## src/hw/rtl/smti_pkg.sv

```systemverilog
// ----------------------------------------------------------------------------
// smti_pkg
// Shared constants, breakpoint tables and control types for the soil
// moisture table interpolator.
// ----------------------------------------------------------------------------
package smti_pkg;

  localparam int TABLE_SLOTS = 21;
  localparam int IDX_W       = 5;   // indexes the 21-entry table
  localparam int CODE_W      = 12;  // converter reading width
  localparam int PCT_W       = 7;   // 0..100 percent
  localparam int SPAN_W      = 8;   // widest segment is 137 codes
  localparam int REM_W       = 11;  // 10*diff + span <= 1507
  localparam int DVS_W       = SPAN_W + 1;
  localparam int Q_W         = 3;   // rounded quotient is at most 5
  localparam int CNT_W       = 2;   // counts the three quotient bits

  localparam logic [CODE_W-1:0] KNOT_CODE [TABLE_SLOTS] = '{
    12'd2019, 12'd2020, 12'd2029, 12'd2044, 12'd2067, 12'd2097, 12'd2134,
    12'd2178, 12'd2230, 12'd2288, 12'd2354, 12'd2426, 12'd2506, 12'd2593,
    12'd2687, 12'd2788, 12'd2896, 12'd3011, 12'd3134, 12'd3263, 12'd3400
  };

  localparam logic [PCT_W-1:0] KNOT_PCT [TABLE_SLOTS] = '{
    7'd100, 7'd95, 7'd90, 7'd85, 7'd80, 7'd75, 7'd70,
    7'd65,  7'd60, 7'd55, 7'd50, 7'd45, 7'd40, 7'd35,
    7'd30,  7'd25, 7'd20, 7'd15, 7'd10, 7'd5,  7'd0
  };

  localparam logic [PCT_W-1:0] PCT_FULL  = 7'd100;
  localparam logic [PCT_W-1:0] PCT_EMPTY = 7'd0;

  // Breakpoint code; slots past the table read as zero
  function automatic logic [CODE_W-1:0] knot_code(input logic [IDX_W-1:0] idx);
    logic [CODE_W-1:0] code;
    code = '0;
    if (int'(idx) < TABLE_SLOTS) begin
      code = KNOT_CODE[idx];
    end
    return code;
  endfunction

  // Breakpoint percent; slots past the table read as zero
  function automatic logic [PCT_W-1:0] knot_pct(input logic [IDX_W-1:0] idx);
    logic [PCT_W-1:0] pct;
    pct = '0;
    if (int'(idx) < TABLE_SLOTS) begin
      pct = KNOT_PCT[idx];
    end
    return pct;
  endfunction

  // Commands from controller to datapath
  typedef struct packed {
    logic load;         // capture the reading, restart the search
    logic search_step;  // advance the segment index
    logic prep;         // set up dividend and divisor
    logic div_step;     // resolve one quotient bit
    logic finish;       // write the result register
  } ctrl_cmd_t;

  // Status from datapath to controller
  typedef struct packed {
    logic out_of_range; // reading lies outside the table
    logic search_more;  // current breakpoint is still below the reading
    logic trivial;      // segment needs no division
    logic div_last;     // last quotient bit in progress
    logic out_free;     // result register can take a new item
  } dp_status_t;

endpackage

```

## src/hw/rtl/smti_dpath.sv

```systemverilog
// ----------------------------------------------------------------------------
// smti_dpath
// Datapath: reading register, segment index, restoring divider for the
// rounded interpolation term and the result register.
// ----------------------------------------------------------------------------
module smti_dpath #(
  parameter int USED_POINTS = 21
) (
  input  logic                        clk,
  input  logic                        rst,
  input  logic [smti_pkg::CODE_W-1:0] in_raw,
  input  smti_pkg::ctrl_cmd_t         cmd,
  output smti_pkg::dp_status_t        status,
  output logic                        out_valid,
  input  logic                        out_ready,
  output logic [smti_pkg::PCT_W-1:0]  out_pct
);
  import smti_pkg::*;

  localparam logic [IDX_W-1:0] LAST_IDX = IDX_W'(USED_POINTS - 1);

  logic [CODE_W-1:0] raw_q;
  logic [IDX_W-1:0]  k;
  logic [REM_W-1:0]  rem;
  logic [DVS_W-1:0]  dvs;
  logic [Q_W-1:0]    q;
  logic [CNT_W-1:0]  cnt;
  logic              trivial;

  logic [CODE_W-1:0] hi_code;
  logic [CODE_W-1:0] lo_code;
  logic [SPAN_W-1:0] diff;
  logic [SPAN_W-1:0] span;
  logic [REM_W-1:0]  shifted;
  logic              below;
  logic              above;

  // Segment bounds and range checks
  always_comb begin
    hi_code = knot_code(k);
    lo_code = knot_code(k - IDX_W'(1));
    diff    = SPAN_W'(hi_code - raw_q);
    span    = SPAN_W'(hi_code - lo_code);
    below   = raw_q < knot_code('0);
    above   = raw_q > knot_code(LAST_IDX);
    shifted = REM_W'(dvs) << cnt;
  end

  assign status.out_of_range = below || above;
  assign status.search_more  = (k < LAST_IDX) && (hi_code < raw_q);
  assign status.trivial      = trivial;
  assign status.div_last     = (cnt == '0);
  assign status.out_free     = !out_valid || out_ready;

  // Search index and divider
  always_ff @(posedge clk) begin
    if (rst) begin
      k <= '0;
    end else begin
      if (cmd.load) begin
        raw_q <= in_raw;
        k     <= '0;
      end
      if (cmd.search_step) begin
        k <= k + IDX_W'(1);
      end
      if (cmd.prep) begin
        // dividend 2*5*diff + span, divisor 2*span
        rem     <= REM_W'(({4'd0, diff} * 12'd10) + {4'd0, span});
        dvs     <= {span, 1'b0};
        q       <= '0;
        cnt     <= CNT_W'(Q_W - 1);
        trivial <= (k == '0) || (span == '0);
      end
      if (cmd.div_step) begin
        if (rem >= shifted) begin
          rem    <= rem - shifted;
          q[cnt] <= 1'b1;
        end
        cnt <= cnt - CNT_W'(1);
      end
    end
  end

  // Result register
  always_ff @(posedge clk) begin
    if (rst) begin
      out_valid <= 1'b0;
    end else if (cmd.finish) begin
      out_valid <= 1'b1;
    end else if (out_ready) begin
      out_valid <= 1'b0;
    end
  end

  always_ff @(posedge clk) begin
    if (cmd.finish) begin
      if (below) begin
        out_pct <= PCT_FULL;
      end else if (above) begin
        out_pct <= PCT_EMPTY;
      end else begin
        out_pct <= knot_pct(k) + PCT_W'(q);
      end
    end
  end

  // Search never runs past the last breakpoint in use
  assert property (@(posedge clk) disable iff (rst) k <= LAST_IDX)
    else $error("segment index past last breakpoint");

  // A division step always sees a nonzero divisor
  assert property (@(posedge clk) disable iff (rst) cmd.div_step |-> dvs != '0)
    else $error("division step with zero divisor");

  // Interpolated results never exceed full scale
  assert property (@(posedge clk) disable iff (rst) out_valid |-> out_pct <= PCT_FULL)
    else $error("result above 100 percent");

endmodule

```

## src/hw/rtl/smti_ctrl.sv

```systemverilog
// ----------------------------------------------------------------------------
// smti_ctrl
// Controller: sequences capture, breakpoint search, division and result
// write for one item at a time.
// ----------------------------------------------------------------------------
module smti_ctrl (
  input  logic                 clk,
  input  logic                 rst,
  input  logic                 in_valid,
  output logic                 in_ready,
  input  smti_pkg::dp_status_t status,
  output smti_pkg::ctrl_cmd_t  cmd
);
  import smti_pkg::*;

  typedef enum logic [4:0] {
    ST_IDLE   = 5'b00001,
    ST_SEARCH = 5'b00010,
    ST_PREP   = 5'b00100,
    ST_DIV    = 5'b01000,
    ST_FINISH = 5'b10000
  } state_t;

  state_t state;
  state_t state_next;

  // Next state and commands
  always_comb begin
    state_next = state;
    cmd        = '0;
    in_ready   = 1'b0;
    case (state)
      ST_IDLE: begin
        in_ready = 1'b1;
        if (in_valid) begin
          cmd.load   = 1'b1;
          state_next = ST_SEARCH;
        end
      end
      ST_SEARCH: begin
        if (status.out_of_range) begin
          state_next = ST_FINISH;
        end else if (status.search_more) begin
          cmd.search_step = 1'b1;
        end else begin
          state_next = ST_PREP;
        end
      end
      ST_PREP: begin
        cmd.prep   = 1'b1;
        state_next = ST_DIV;
      end
      ST_DIV: begin
        if (status.trivial) begin
          state_next = ST_FINISH;
        end else begin
          cmd.div_step = 1'b1;
          if (status.div_last) begin
            state_next = ST_FINISH;
          end
        end
      end
      ST_FINISH: begin
        if (status.out_free) begin
          cmd.finish = 1'b1;
          state_next = ST_IDLE;
        end
      end
      default: begin
        state_next = ST_IDLE;
      end
    endcase
  end

  always_ff @(posedge clk) begin
    if (rst) begin
      state <= ST_IDLE;
    end else begin
      state <= state_next;
    end
  end

  // A captured item is always followed by the search
  assert property (@(posedge clk) disable iff (rst) cmd.load |=> state == ST_SEARCH)
    else $error("capture not followed by search");

  // Division only ever follows setup or a prior division step
  assert property (@(posedge clk) disable iff (rst)
    cmd.div_step |-> ($past(state) == ST_PREP || $past(state) == ST_DIV))
    else $error("division step without setup");

  // Result write returns the controller to idle
  assert property (@(posedge clk) disable iff (rst) cmd.finish |=> in_ready)
    else $error("controller not idle after result write");

endmodule

```

## src/hw/rtl/soil_moisture_table_interpolator_core.sv

```systemverilog
// ----------------------------------------------------------------------------
// soil_moisture_table_interpolator_core
// Converts a 12-bit soil probe reading into moisture percent by piecewise
// linear interpolation over a fixed breakpoint table.
// ----------------------------------------------------------------------------
// Sequence: accept, serial breakpoint search (one breakpoint per cycle),
//   divider setup, division steps, result write. Readings outside the
//   table go from the search straight to the result write; a segment
//   that needs no division skips the division steps. A still unaccepted
//   earlier result holds off the result write.
// Throughput: one item at a time; a waiting result does not block the next
//   accept, but the search plus the 3-step divider sets the item interval.
// Reset: rst clears the controller to idle and drops the result valid.
// ----------------------------------------------------------------------------
module soil_moisture_table_interpolator_core #(
  parameter int BREAKPOINTS = 21
) (
  input  logic        clk,
  input  logic        rst,
  input  logic        s_axis_tvalid,
  output logic        s_axis_tready,
  input  logic [15:0] s_axis_tdata,   // [11:0] raw_reading, [15:12] zero
  output logic        m_axis_tvalid,
  input  logic        m_axis_tready,
  output logic [7:0]  m_axis_tdata    // [6:0] moisture_percent, [7] zero
);
  import smti_pkg::*;

  localparam int USED_POINTS = (BREAKPOINTS < 2) ? 2 :
                               ((BREAKPOINTS > TABLE_SLOTS) ? TABLE_SLOTS : BREAKPOINTS);

  ctrl_cmd_t         cmd;
  dp_status_t        status;
  logic [PCT_W-1:0]  out_pct;

  smti_ctrl u_ctrl (
    .clk      (clk),
    .rst      (rst),
    .in_valid (s_axis_tvalid),
    .in_ready (s_axis_tready),
    .status   (status),
    .cmd      (cmd)
  );

  smti_dpath #(
    .USED_POINTS (USED_POINTS)
  ) u_dpath (
    .clk       (clk),
    .rst       (rst),
    .in_raw    (s_axis_tdata[CODE_W-1:0]),
    .cmd       (cmd),
    .status    (status),
    .out_valid (m_axis_tvalid),
    .out_ready (m_axis_tready),
    .out_pct   (out_pct)
  );

  assign m_axis_tdata = {1'b0, out_pct};

  // Accepting an item makes the block busy on the next cycle
  assert property (@(posedge clk) disable iff (rst)
    (s_axis_tvalid && s_axis_tready) |=> !s_axis_tready)
    else $error("input still ready after accept");

  // A fresh result only appears at the end of a busy period
  assert property (@(posedge clk) disable iff (rst)
    $rose(m_axis_tvalid) |-> $past(!s_axis_tready))
    else $error("result without an item in progress");

  // Padding bit of the result stays clear
  assert property (@(posedge clk) disable iff (rst) m_axis_tvalid |-> !m_axis_tdata[7])
    else $error("result padding bit set");

endmodule

```

## config.mk

```make
export PLATFORM = sky130hd
export DESIGN_NAME = soil_moisture_table_interpolator_core
export DESIGN_NICKNAME = d
export VERILOG_FILES = /design/src/hw/rtl/smti_pkg.sv /design/src/hw/rtl/smti_dpath.sv /design/src/hw/rtl/smti_ctrl.sv /design/src/hw/rtl/soil_moisture_table_interpolator_core.sv
export SDC_FILE = /design/constraint.sdc
export NUM_CORES = 1
export LEC_CHECK = 0
export ABC_AREA = 1
export BUFFER_PORTS_ARGS = -buffer_cell sky130_fd_sc_hd__buf_2
export CAP_MARGIN = 30
export CORE_MARGIN = 2
export CORE_UTILIZATION = 30
export CTS_CLUSTER_SIZE = 12
export DETAILED_ROUTE_END_ITERATION = 16
export GPL_TIMING_DRIVEN = 0
export PLACE_DENSITY = 0.53
export SYNTH_ARGS = -nofsm -noshare
export SYNTH_HDL_FRONTEND = slang
export SYNTH_SLANG_ARGS = --single-unit
```

## constraint.sdc

```tcl
create_clock -name clk -period 6.35 [get_ports clk]
set_input_delay 0.635 -clock clk [delete_from_list [all_inputs] [get_ports clk]]
set_output_delay 0.635 -clock clk [all_outputs]
set_load 0.01 [all_outputs]
```

==> results.md <==
- Status: finished clean
- Final setup vio count: 0
- Clock sink total: 54
- Dominant synthesized flop cell: edfxtp_1
- Number of diodes: 0
- Die area: 19,440 µm²
- Peak supply drop: 98.71 µV
- DRT Pass-1 Iters: 7
- Post-Syn Area: 5502 µm²
- Vias/cell: 4.813
- Minimum clock period: 5.742 ns
- Fraction of the mapped netlist area in compound gates: 16.42%
- Synth top area share: 23.47%
- Most common library cell in the layout ignoring fill and taps: nand2_1
- Layout cells sized above 1: 10.26%
- Synth Warn #: 0
- Clock root buffer master: clkbuf_16
- Top-Level Pins: 30
- Via count: 4,856
- Gpl congestion: 0.9118
- Crit-path slowest cell: dfxtp_1
- Post-synthesis simple-gate area fraction: 23.99%
- Yosys cell types: 52
- Hold Worst Slack: 0.5097 ns
- Nets@finish: 869
- Min-delay src: s_axis_tdata[0]
- Non-filler cells, final: 1,009
- Tcrit/Tclk final: 90.43%
- Crit-path max cell delay: 0.59 ns
- Fin. Hold Viols: 0
- CP Class: flip-flop to flip-flop
- EDFF count, synth: 43
- Required @ worst endpoint: 6.41 ns
- Main area contributors after synthesis: edfxtp_1 (23%), ha_1 (15%), nand2_1 (9.6%)
- Cell taking the most area after synthesis: edfxtp_1
- Residual DRC: 0
- Critical Path Fanout Max: 13
- Estimated wirelength of the detail-placed design: 11.23 mm
- Iteration-0 DRC Markers: 310
- All-layer global routing usage: 14.44%
- Area of the core: 17,960 µm²
- # port buffers: 24
- Relative slew slack: 52.01%
- Synth async-reset ratio: 0%
- Largest family of logic cells by synthesized area: simple AND/OR/NAND/NOR gates
- Clk Latency, worst-skew pair: 0.30 ns
- RSZ-0062 raised after global routing: false
- Largest net degree at the start of global routing: 17
- Cts bufs inserted: 5
- CTS clk-pin slew, worst paths: 0.08 ns
- PwrDens: 156.4 nW/µm²
- CP startpoint: u_dpath.k[0]$_SDFFE_PP0P_
- Clock buffer depth: 2
- Number of global-route vias before repair: 4,551
- Most used cell, CP: nand2_1
- Routed wire per std cell: 13.64 µm
- #FFs+latches synth: 54
- CP endpoint kind: flip-flop
- Fmax: 174.2 MHz
- Layout Skew: 0.01283 ns
- Avg Inst Size Synth: 7.375 µm²
- Storage cell area: 1513 µm²
- CTS H-tree depth: 2
- Leading cell types in the layout, fill and taps excluded: nand2_1 (140), inv_1 (105), nor2_1 (69), ha_1 (65), o21ai_0 (61)
- Worst slew pin tran: 0.7171 ns
- Max-Cap Viols: 0
- Rows: 49
- Initial Util: 30.63%
- Final Total Pwr: 950.5 µW
- Gr ovfl total: 0
- Layout Area Growth over Synthesis: 10.44%
- Mapped Nets: 836
- RR Startpoint: u_dpath.k[0]$_SDFFE_PP0P_
- Worst setup margin: 0.6079 ns
- Initial antenna violation count: 0
- Final ANT Viol Nets: 0
- Die Y: 139.4 µm
- First-pass GRT wire length: 22.62 mm
- Seq/Total Area, Yosys: 27.47%
- Detailed Route WL: 13.76 mm
- XOR/XNOR share of the synthesized area: 4.958%
- Final setup TNS: 0 ns
- Max-slew violation count: 0
- CP Launch Type: flip-flop
- # fillers: 1,949
- Synth Instances: 746
- Area of the multi-input gates: 3433 µm²
- Mux cell area share after synthesis: 0.3639%
- CTS tree: done
- Placed cell count: 1,001
- Die width: 139.4 µm
- Worst EP arrival: 5.80 ns
- LEAKAGE: 2.796 nW
- Hold crit path type: input pin to flip-flop
- Place WS: 0.5351 ns
- Adder-Cell Fraction of Synth Area: 16.60%
path summary, 6_finish.rpt:
kind | end | slack, ns | cells past startpoint
setup / recovery | u_dpath.rem[10]$_DFFE_PN_ | 0.61 | 31
setup reg to reg | u_dpath.rem[10]$_DFFE_PN_ | 0.61 | 31
hold reg to reg | u_dpath.out_valid$_SDFFE_PP0P_ | 0.55 | 2
hold / removal | u_dpath.raw_q[0]$_DFFE_PP_ | 0.51 | 1
cells by family (layout without fill, tap and decap cells):
family | Yosys count | count (layout)
adders and majority gates | 70 | 70
DFF | 54 | 54
xor gates and xnor gates | 29 | 29
muxes | 2 | 2
buffers and inverters | 132 | 166
other | 1 | 1
and+or+nand+nor | 300 | 300
AOI/OAI and AO/OA | 158 | 158
flip-flops by register name (all words and copies together), names as in the netlist, 2 cells and up:
register	count
u_dpath.k	5
u_ctrl.state	5
u_dpath.raw_q	12
u_dpath.q	3
u_dpath.rem	10
u_dpath.dvs	8
u_dpath.cnt	2
u_dpath.out_pct	7
worst max-delay path: cells and delay by family, from the launching register on:
| kind | cells | cell delay (ns) |
|---|---|---|
| buffers and inverters | 7 | 0.86 |
| DFF | 1 | 0.59 |
| and+or+nand+nor | 12 | 1.50 |
| AOI/OAI and AO/OA | 7 | 1.08 |
| xor gates and xnor gates | 1 | 0.33 |
| adders and majority gates | 4 | 1.14 |
stage by stage:
stage          instance area (µm²)  util (%)
6_report                      6076     33.82
5_1_grt                       6076     33.82
4_1_cts                       6075     33.82
3_5_place_dp                  5923     32.97
3_3_place_gp                  5908     32.89
2_1_floorplan                 5502         -
cells in the mapped netlist, drive strengths merged, types with 2 or more instances:
cell,count
xnor2,12
nand3,44
nor4,3
dfxtp,11
buf,11
a31oi,3
edfxtp,43
nand2,148
mux2i,2
clkbuf,7
o211ai,11
ha,65
fa,5
o311ai,2
nor2,73
inv,114
a21o,4
a211oi,3
xor2,17
o21bai,3
nor3,16
a21oi,53
o21ai,67
o21a,2
nand4,9
or2,5
metal layers:
metal / share of wire, % / global-route usage (%) / routed length (µm) / vias to the layer above
li1: - / - / - / 2571
met1: 50 / 19.64 / 6840 / 2175
met2: 44 / 23.12 / 6113 / 98
met3: 3.9 / 2.753 / 538 / 12
met4: 2.0 / 4.785 / 272 / 0
met5: 0 / 0 / 0 / -
final cells by class:
class,count,share of cell area [%]
well taps,229,4.716
clock inverters,2,0.2059
plain buffers,18,2.080
repair buffers,26,2.224
multi-input cells,560,56.51
flip-flops and latches,54,24.90
clock buffers,6,2.286
inverters,114,7.084
power by group:
part           internal, mW  switching, mW  total (mW)
sequential            0.393        0.00677       0.400
combinational         0.101          0.159       0.260
clock                 0.157          0.134       0.290
timing repair:
| item | 4_1_cts | 5_1_grt |
|---|---|---|
| resized for setup | 0 | 1 |
| setup endpoints to repair | 0 | 1 |
| hold buffers | 0 | 0 |
| buffers inserted | 0 | 0 |
Power figures use the tool's default switching activity.
